## config.mk

```make
export PLATFORM = sky130hd
export DESIGN_NAME = sorted_key_table
export DESIGN_NICKNAME = d
export VERILOG_FILES = /design/src/hdl/skt_pkg.sv /design/src/hdl/skt_cell.sv /design/src/hdl/sorted_key_table.sv
export SDC_FILE = /design/constraint.sdc
export NUM_CORES = 2
export LEC_CHECK = 0
export ABC_CLOCK_PERIOD_IN_PS = 7100
export BUFFER_PORTS_ARGS = -buffer_cell sky130_fd_sc_hd__buf_2
export CORE_ASPECT_RATIO = 1.75
export CORE_MARGIN = 2
export CORE_UTILIZATION = 33
export DETAILED_ROUTE_END_ITERATION = 8
export GPL_TIMING_DRIVEN = 0
export PLACE_DENSITY_LB_ADDON = 0.05
export SLEW_MARGIN = 30
export SYNTH_ARGS = -nofsm -noshare
export SYNTH_HDL_FRONTEND = slang
export SYNTH_SLANG_ARGS = --single-unit
```

## constraint.sdc

```tcl
create_clock -name clk -period 7.1 [get_ports clk]
set_clock_uncertainty 0.1 [all_clocks]
set_input_delay 0.71 -clock clk [delete_from_list [all_inputs] [get_ports clk]]
set_output_delay 0.71 -clock clk [all_outputs]
set_load 0.02 [all_outputs]
```

## src/hdl/skt_pkg.sv

```systemverilog
// Shared types and codes for the sorted key table.
package skt_pkg;

	localparam logic [2:0] OP_INSERT  = 3'd0;
	localparam logic [2:0] OP_DELETE  = 3'd1;
	localparam logic [2:0] OP_SEARCH  = 3'd2;
	localparam logic [2:0] OP_REPLACE = 3'd3;
	localparam logic [2:0] OP_READ    = 3'd4;

	localparam logic [2:0] ST_OK        = 3'd0;
	localparam logic [2:0] ST_FULL      = 3'd1;
	localparam logic [2:0] ST_EMPTY     = 3'd2;
	localparam logic [2:0] ST_NOT_FOUND = 3'd3;
	localparam logic [2:0] ST_PRESENT   = 3'd4;
	localparam logic [2:0] ST_BAD_POS   = 3'd5;

	// one element of the scan chain that walks toward cell 0
	typedef struct packed {
		logic        lt;
		logic        eq;
		logic [31:0] data;
	} scan_word_t;

	// per-cycle command broadcast to every cell
	typedef struct packed {
		logic load;
		logic shift;
		logic ins;
		logic del;
	} cell_ctl_t;

endpackage

```

## src/hdl/skt_cell.sv

```systemverilog
// One table slot: entry register, compare flag and scan chain stage.
module skt_cell (
	input  logic                clk,
	input  skt_pkg::cell_ctl_t  ctl,
	input  logic signed [31:0]  operand,
	input  logic                occupied,
	input  logic [31:0]         lo_entry,
	input  logic                lo_lt,
	input  logic [31:0]         hi_entry,
	input  skt_pkg::scan_word_t hi_scan,
	output logic [31:0]         entry,
	output logic                lt,
	output skt_pkg::scan_word_t scan
);

	logic [31:0]         entry_q;
	logic                lt_q;
	skt_pkg::scan_word_t scan_q;
	logic                lt_c;
	logic                eq_c;

	assign lt_c = occupied && ($signed(entry_q) < operand);
	assign eq_c = occupied && (entry_q == operand);

	always_ff @(posedge clk) begin
		if (ctl.load) begin
			lt_q   <= lt_c;
			scan_q <= '{lt: lt_c, eq: eq_c, data: entry_q};
		end else if (ctl.shift) begin
			scan_q <= hi_scan;
		end
		// slots below the target hold; on insert the target takes the key and the rest move up, on delete they move down
		if (ctl.ins && !lt_q) begin
			entry_q <= lo_lt ? operand : lo_entry;
		end
		if (ctl.del && !lt_q) begin
			entry_q <= hi_entry;
		end
	end

	assign entry = entry_q;
	assign lt    = lt_q;
	assign scan  = scan_q;

endmodule

```

## src/hdl/sorted_key_table.sv

```systemverilog
// Sorted key table: top level with the operation sequencer and the row of cells.
//
// Input words (opcode, key, new_key, position_in) arrive on in_valid/in_ready;
// one result word (status, position_out, value, entry_count) leaves on
// out_valid/out_ready for every accepted input word.
// The keys live in a row of CAPACITY cells, one key each, in ascending order.
// A compare step flags every cell whose key is below the operand; a scan
// chain then shifts those flags toward cell 0, one slot per cycle, to count
// the slots below the operand, or for a read to reach the asked position.
// Insert and delete move the entries from the target up at once, each cell
// taking its neighbor's key.
// Early failures and unused opcodes go straight to the result; search runs a
// compare and a scan, insert and delete add an apply step, read scans to
// position_in, and replace runs two scans plus delete and insert passes.
// One word is worked on at a time: in_ready is high while the sequencer idles,
// so no new word is taken until the last result is in the output register.
// The result sits in an output register; a stalled receiver holds the next
// result back and the block waits for it after finishing its work.
// Reset empties the table (count zero); entry contents are not cleared.
module sorted_key_table #(
	parameter int CAPACITY = 8
) (
	input  logic               clk,
	input  logic               arst_n,
	input  logic               in_valid,
	output logic               in_ready,
	input  logic [2:0]         opcode,
	input  logic signed [31:0] key,
	input  logic signed [31:0] new_key,
	input  logic [3:0]         position_in,
	output logic               out_valid,
	input  logic               out_ready,
	output logic [2:0]         status,
	output logic [3:0]         position_out,
	output logic signed [31:0] value,
	output logic [3:0]         entry_count
);

	localparam int CW = $clog2(CAPACITY + 1);
	localparam int PW = (CW > 4) ? CW : 4;

	localparam logic [1:0] PH_FIND_OLD = 2'd0;
	localparam logic [1:0] PH_FIND_NEW = 2'd1;
	localparam logic [1:0] PH_DEL      = 2'd2;
	localparam logic [1:0] PH_INS      = 2'd3;

	typedef enum logic [2:0] {
		S_IDLE,
		S_CMP,
		S_SCAN,
		S_APPLY,
		S_FINISH
	} state_t;

	state_t             state_q;
	logic [2:0]         op_q;
	logic signed [31:0] key_q;
	logic signed [31:0] nkey_q;
	logic [3:0]         pin_q;
	logic [CW-1:0]      cnt_q;
	logic [CW-1:0]      scan_q;
	logic [CW-1:0]      slot_s_q;
	logic [1:0]         phase_q;
	logic               use_new_q;
	logic [2:0]         res_status_q;
	logic [PW-1:0]      res_pos_q;
	logic [31:0]        res_value_q;
	logic               out_valid_q;
	logic [2:0]         status_q;
	logic [PW-1:0]      pos_q;
	logic [31:0]        value_q;
	logic [PW-1:0]      count_q;

	logic signed [31:0]  operand;
	skt_pkg::cell_ctl_t  ctl;
	logic                apply_ins;
	logic                shift_go;
	skt_pkg::scan_word_t head;
	logic [PW-1:0]       p_ext;
	logic [PW-1:0]       p_inc;
	logic                early_fail;
	logic [2:0]          early_status;
	logic                res_load;

	logic [31:0]         entry_w [CAPACITY];
	logic                lt_w    [CAPACITY];
	skt_pkg::scan_word_t scan_w  [CAPACITY];

	assign operand   = use_new_q ? nkey_q : key_q;
	assign apply_ins = (op_q == skt_pkg::OP_INSERT) || (phase_q == PH_INS);
	assign head      = scan_w[0];
	assign p_ext     = PW'(scan_q);
	assign p_inc     = p_ext + PW'(1);
	assign res_load  = (state_q == S_FINISH) && (!out_valid_q || out_ready);

	always_comb begin
		if (op_q == skt_pkg::OP_READ) begin
			shift_go = (p_ext != (PW'(pin_q) - PW'(1)));
		end else begin
			shift_go = head.lt;
		end
	end

	// checks that need no scan
	always_comb begin
		early_fail   = 1'b0;
		early_status = skt_pkg::ST_OK;
		case (opcode)
			skt_pkg::OP_INSERT: begin
				if (cnt_q == CW'(CAPACITY)) begin
					early_fail   = 1'b1;
					early_status = skt_pkg::ST_FULL;
				end
			end
			skt_pkg::OP_DELETE, skt_pkg::OP_REPLACE: begin
				if (cnt_q == '0) begin
					early_fail   = 1'b1;
					early_status = skt_pkg::ST_EMPTY;
				end
			end
			skt_pkg::OP_SEARCH: begin
				early_fail = 1'b0;
			end
			skt_pkg::OP_READ: begin
				if (position_in == 4'd0 || PW'(position_in) > PW'(cnt_q)) begin
					early_fail   = 1'b1;
					early_status = skt_pkg::ST_BAD_POS;
				end
			end
			default: begin
				early_fail = 1'b1;
			end
		endcase
	end

	assign ctl.load  = (state_q == S_CMP);
	assign ctl.shift = (state_q == S_SCAN) && shift_go;
	assign ctl.ins   = (state_q == S_APPLY) && apply_ins;
	assign ctl.del   = (state_q == S_APPLY) && !apply_ins;

	for (genvar i = 0; i < CAPACITY; i++) begin : g_cell
		logic [31:0]         lo_entry;
		logic                lo_lt;
		logic [31:0]         hi_entry;
		skt_pkg::scan_word_t hi_scan;

		if (i == 0) begin : g_first
			assign lo_entry = entry_w[i];
			assign lo_lt    = 1'b1;
		end else begin : g_lo
			assign lo_entry = entry_w[i-1];
			assign lo_lt    = lt_w[i-1];
		end
		if (i == CAPACITY - 1) begin : g_last
			assign hi_entry = entry_w[i];
			assign hi_scan  = '0;
		end else begin : g_hi
			assign hi_entry = entry_w[i+1];
			assign hi_scan  = scan_w[i+1];
		end

		skt_cell u_cell (
			.clk      (clk),
			.ctl      (ctl),
			.operand  (operand),
			.occupied (CW'(i) < cnt_q),
			.lo_entry (lo_entry),
			.lo_lt    (lo_lt),
			.hi_entry (hi_entry),
			.hi_scan  (hi_scan),
			.entry    (entry_w[i]),
			.lt       (lt_w[i]),
			.scan     (scan_w[i])
		);
	end

	always_ff @(posedge clk or negedge arst_n) begin
		if (!arst_n) begin
			state_q      <= S_IDLE;
			op_q         <= skt_pkg::OP_INSERT;
			key_q        <= '0;
			nkey_q       <= '0;
			pin_q        <= '0;
			cnt_q        <= '0;
			scan_q       <= '0;
			slot_s_q     <= '0;
			phase_q      <= PH_FIND_OLD;
			use_new_q    <= 1'b0;
			res_status_q <= skt_pkg::ST_OK;
			res_pos_q    <= '0;
			res_value_q  <= '0;
			out_valid_q  <= 1'b0;
			status_q     <= skt_pkg::ST_OK;
			pos_q        <= '0;
			value_q      <= '0;
			count_q      <= '0;
		end else begin
			if (res_load) begin
				out_valid_q <= 1'b1;
			end else if (out_ready) begin
				out_valid_q <= 1'b0;
			end
			case (state_q)
				S_IDLE: begin
					if (in_valid) begin
						op_q         <= opcode;
						key_q        <= key;
						nkey_q       <= new_key;
						pin_q        <= position_in;
						phase_q      <= PH_FIND_OLD;
						use_new_q    <= 1'b0;
						res_status_q <= early_status;
						res_pos_q    <= '0;
						res_value_q  <= '0;
						state_q      <= early_fail ? S_FINISH : S_CMP;
					end
				end
				S_CMP: begin
					scan_q <= '0;
					// replace passes after both checks go straight to the move
					if (phase_q == PH_DEL || phase_q == PH_INS) begin
						state_q <= S_APPLY;
					end else begin
						state_q <= S_SCAN;
					end
				end
				S_SCAN: begin
					if (shift_go) begin
						scan_q <= scan_q + CW'(1);
					end else begin
						case (op_q)
							skt_pkg::OP_READ: begin
								res_value_q <= head.data;
								res_pos_q   <= PW'(pin_q);
								state_q     <= S_FINISH;
							end
							skt_pkg::OP_INSERT: begin
								res_pos_q <= p_inc;
								if (head.eq) begin
									res_status_q <= skt_pkg::ST_PRESENT;
									state_q      <= S_FINISH;
								end else begin
									state_q <= S_APPLY;
								end
							end
							skt_pkg::OP_DELETE: begin
								if (head.eq) begin
									res_pos_q <= p_inc;
									state_q   <= S_APPLY;
								end else begin
									res_status_q <= skt_pkg::ST_NOT_FOUND;
									state_q      <= S_FINISH;
								end
							end
							skt_pkg::OP_SEARCH: begin
								if (head.eq) begin
									res_pos_q <= p_inc;
								end else begin
									res_status_q <= skt_pkg::ST_NOT_FOUND;
								end
								state_q <= S_FINISH;
							end
							skt_pkg::OP_REPLACE: begin
								if (phase_q == PH_FIND_OLD) begin
									if (!head.eq) begin
										res_status_q <= skt_pkg::ST_NOT_FOUND;
										state_q      <= S_FINISH;
									end else begin
										slot_s_q  <= scan_q;
										phase_q   <= PH_FIND_NEW;
										use_new_q <= 1'b1;
										state_q   <= S_CMP;
									end
								end else if (head.eq) begin
									res_status_q <= skt_pkg::ST_PRESENT;
									res_pos_q    <= p_inc;
									state_q      <= S_FINISH;
								end else begin
									// old key below the new slot frees one place under it
									res_pos_q <= (slot_s_q < scan_q) ? p_ext : p_inc;
									phase_q   <= PH_DEL;
									use_new_q <= 1'b0;
									state_q   <= S_CMP;
								end
							end
							default: begin
								state_q <= S_FINISH;
							end
						endcase
					end
				end
				S_APPLY: begin
					if (apply_ins) begin
						cnt_q <= cnt_q + CW'(1);
					end else begin
						cnt_q <= cnt_q - CW'(1);
					end
					if (phase_q == PH_DEL) begin
						phase_q   <= PH_INS;
						use_new_q <= 1'b1;
						state_q   <= S_CMP;
					end else begin
						state_q <= S_FINISH;
					end
				end
				S_FINISH: begin
					if (res_load) begin
						status_q <= res_status_q;
						pos_q    <= res_pos_q;
						value_q  <= res_value_q;
						count_q  <= PW'(cnt_q);
						state_q  <= S_IDLE;
					end
				end
				default: begin
					state_q <= S_IDLE;
				end
			endcase
		end
	end

	assign in_ready     = (state_q == S_IDLE);
	assign out_valid    = out_valid_q;
	assign status       = status_q;
	assign position_out = pos_q[3:0];
	assign value        = value_q;
	assign entry_count  = count_q[3:0];

	a_count_bound: assert property (@(posedge clk) disable iff (!arst_n)
		cnt_q <= CW'(CAPACITY))
		else $error("entry count above capacity");

	a_ins_count: assert property (@(posedge clk) disable iff (!arst_n)
		(state_q == S_APPLY && apply_ins) |=> cnt_q == $past(cnt_q) + CW'(1))
		else $error("insert did not add one entry");

	a_del_count: assert property (@(posedge clk) disable iff (!arst_n)
		(state_q == S_APPLY && !apply_ins) |=> cnt_q == $past(cnt_q) - CW'(1))
		else $error("delete did not remove one entry");

	a_no_move_empty: assert property (@(posedge clk) disable iff (!arst_n)
		(state_q == S_APPLY && !apply_ins) |-> cnt_q != '0)
		else $error("delete on an empty table");

endmodule
```

==> results by group <==
Worst hold path
  – Hold Path End: nkey_q[17]$_DFFE_PN0P_
  – Worst min-delay path class: input port to register
  – Min-delay src: new_key[17]
  – WHS Path Cells: 3

Clock network
  – # resized after CTS: 0
  – Clk slew on worst S/H paths: 0.07 ns
  – CTS buffer count: 75
  – CTS Sinks: 707
  – CTS root buf: clkbuf_16
  – Later-pin clock latency in the skew report: 0.68 ns
  – Longest Clk Path Bufs: 3
  – H-tree Lvls: 3
  – Post-CTS Setup Repair Bufs: 0
  – CTS tree: done

Routing
  – Drt first pass iters: 5
  – WL per Instance: 22.92 um
  – Vias: approximately 27000
  – Drt first-iter violations: roughly 1700
  – Routed wire length: 128.1 mm
  – Routed Antenna Nets: 0
  – Drt drc: 0
  – Via-to-Cell Ratio: 4.905

Finish
  – FF/Latch Area: 20370 um2
  – Area occupied by multi-input gates: 15890 um2
  – Final #Nets: 4398
  – Fraction of layout instances using a drive strength above 1: 0.08293
  – Commonest non-fill, non-tap cell in the layout: nand2_1
  – Fillers: 11280
  – Most frequent cells in the layout: nand2_1, edfxtp_1, o21ai_0
  – Cell area after layout: 42800 um2
  – P&R area growth vs syn: 16.32%

GRT
  – Largest net degree at the start of global routing: 80
  – Total grt overflow: 0
  – Global Route met3 Usage: 0.01988
  – Initial antenna violation count: 1
  – First-pass GRT wire length: 189.5 mm
  – Met2 usage in global routing: 0.4552
  – Gr busiest metal: met2
  – GRT Total Usage: 0.2254
  – Vias in the first global route: 29060
  – GR Layer Usage met1: 0.2216

STA
  – Hold Worst Slack: 0.1214 ns
  – Setup Viol. Count Final: 0
  – Final Hold Viols: 0
  – Final Max Tran Viols: 0
  – Final worst path period need: 5.438 ns
  – Rel. slew slack: 0.3158
  – Worst slew pin tran: 1.026 ns
  – Unrepaired setup endpoints after global routing: false
  – Final Cycle Share: 0.7659
  – Fmax: 183.9 MHz

Logic synthesis
  – Simple-gate area share of the yosys netlist: 0.1870
  – Main combinational cell family by area after synthesis: simple AND/OR/NAND/NOR gates
  – Top_reg_cell synth: edfxtp_1
  – Syn nets: 4168
  – Post-synth cell types: 62
  – Synth Area in Adders: 0.09147
  – Synthesized area per cell: between 9 and 10 um2
  – Post-synthesis mux area share: 0.01418
  – Synth Area in Compound Gates: 0.1217
  – Post-synth EDFFs: 536
  – Synth Instances: 3824
  – Seq/Total Area, Yosys: 0.5537
  – Async SR Flop Fraction: 0.2419
  – Post-Synth XOR/XNOR Area: 0.004285
  – Yosys warns: 0
  – #FFs+latches synth: 707
  – Post-Syn Area: 36800 um2

Floorplanning
  – Die ar.: 114300 um2
  – Initial Util: 0.3313
  – Die height: 445.7 um
  – Die Width: about 260 um
  – Std cell rows: 162
  – Boundary Pins: 120
  – Core Area: approximately 110000 um2

Critical path
  – Reg-to-Reg End: g_cell[1].u_cell.scan[33]$_DFFE_PP_
  – Worst Setup End Kind: register
  – Worst r2r src: phase_q[0]$_DFFE_PN0P_
  – Worst-path fanout max: 16
  – Worst EP arrival: 5.74 ns
  – WP data required: 7.40 ns
  – Critical Path Start Type: register
  – R2R setup slack: approximately 1.7 ns
  – WS Path Type: register to register
  – Worst r2r path cells: 11

Placed design
  – Routability cong.: 0.8813
  – Dpl hpwl: 104.1 mm
  – Dpl cell area: 40460 um2
  – I/O Buffers: about 120

Power and ir drop
  – PD cells: about 440 nW/um2
  – Max VDD drop: 168.5 uV
  – Leak pwr: 17.15 nW

Job
  – Max Cap Viol: 0

Status
  – Outcome: finished clean
==> how the worst max path moves through the flow <==
stage,from,endpoint
floorplan,pin_q[0]$_DFFE_PN0P_,g_cell[0].u_cell.scan[0]$_DFFE_PP_
global placement,state_q[2]$_DFFE_PN0P_,g_cell[7].u_cell.scan[7]$_SDFFCE_PN0P_
detailed placement,phase_q[0]$_DFFE_PN0P_,g_cell[1].u_cell.scan[33]$_DFFE_PP_
CTS,phase_q[0]$_DFFE_PN0P_,g_cell[1].u_cell.scan[33]$_DFFE_PP_
global route,phase_q[0]$_DFFE_PN0P_,g_cell[5].u_cell.scan[33]$_DFFE_PP_
finish,phase_q[0]$_DFFE_PN0P_,g_cell[1].u_cell.scan[33]$_DFFE_PP_
==> per-layer routing <==
| metal | vias up | share of wire |
|---|---|---|
| met5 | - | 0 |
| met4 | 0 | 0.056 |
| li1 | 13890 | - |
| met2 | 515 | 0.57 |
| met3 | 207 | 0.023 |
| met1 | 12800 | 0.35 |
==> through the flow <==
step / TNS, ns / cells / utilization / setup WS [ns] / total power, W
4_1_cts: 0 / 5588 / 0.3853 / 1.573 / 0.01891
3_3_place_gp: -882.44 / 5419 / 0.3533 / -3.302 / 0.01443
2_1_floorplan: 0 / 3824 / - / 0.7260 / 0.01144
3_5_place_dp: 0 / 5452 / 0.3642 / 1.568 / 0.01494
5_1_grt: 0 / 5589 / 0.3853 / 1.478 / 0.02001
6_report: 0 / 5589 / 0.3853 / 1.662 / 0.01864
==> where the power goes <==
group          internal [W]  switching, W  total [W]  leakage, nW
registers           0.00606      0.000508    0.00657         7.15
clock network       0.00218       0.00173    0.00391         1.14
logic               0.00272       0.00545    0.00817         8.87
total                0.0110       0.00769     0.0186         17.2
==> cells in the mapped netlist, types with 3 or more instances <==
cell type,n,area share
nand2_1,1350,0.14
edfxtp_1,536,0.44
o21ai_0,447,0.061
ha_1,269,0.091
clkbuf_1,180,0.018
a21oi_1,176,0.024
dfrtp_1,171,0.12
nor2_1,117,0.012
o21ai_1,76,0.010
inv_1,64,0.0065
nand4_1,58,0.0099
nand3_1,52,0.0071
a21o_1,38,0.0078
mux2i_1,36,0.0098
and3_1,32,0.0054
nor3_1,27,0.0037
nor2b_1,16,0.0027
o211ai_1,14,0.0029
mux2_2,13,0.0040
nor4_1,12,0.0020
buf_2,11,0.0015
o31ai_1,11,0.0022
nand2b_1,9,0.0015
xnor2_1,9,0.0021
xor2_1,9,0.0021
a211oi_1,8,0.0016
a221oi_1,8,0.0019
a2111oi_0,6,0.0014
buf_1,5,0.00051
o22ai_1,5,0.00085
a21boi_0,4,0.00082
a32o_1,4,0.0011
and4_1,4,0.00095
o21a_1,4,0.00082
or3_1,4,0.00068
buf_4,3,0.00061
nor3b_1,3,0.00061
or4_1,3,0.00061
==> critical path, stage by stage (launching register included) <==
cell	delay, ns
dfrtp_1	0.34
clkbuf_2	0.47
buf_2	0.64
mux2i_4	0.74
ha_1	0.32
nand4_1	0.24
nor4_2	0.78
nand2_1	0.19
a21oi_1	0.62
nor4_1	0.15
xor2_1	0.40
o31ai_1	0.14
==> sequential cells by signal, summed over array words and instances (netlist names), 8 cells and up <==
| register | flops |
|---|---|
| g_cell.u_cell.entry | 256 |
| g_cell.u_cell.lt | 8 |
| g_cell.u_cell.scan | 272 |
| key_q | 32 |
| nkey_q | 32 |
| res_value_q | 32 |
| value | 32 |
==> what timing repair did <==
| item | CTS | global route |
|---|---|---|
| setup endpoints to repair | 0 | 0 |
| hold buffers | 1 | 0 |
| endpoints found under the hold margin | 15 | 0 |
==> cells by family after synthesis <==
logic type | Yosys count
AOI/OAI and AO/OA | 819
buffers and inverters | 264
muxes | 50
xor gates and xnor gates | 18
DFF | 707
adders and majority gates | 269
and+or+nand+nor | 1697
==> final cells by class <==
type | count | share of cell area
Antenna cell | 1 | 0.00005847
Inverter | 65 | 0.005788
Buffer | 199 | 0.01839
Timing Repair Buffer | 153 | 0.03075
Clock buffer | 111 | 0.05145
Tap cell | 1476 | 0.04315
Multi-Input combinational cell | 2853 | 0.3713
Clock inverter | 24 | 0.003011
Sequential cell | 707 | 0.4761
(Power assumes the default switching activity.)
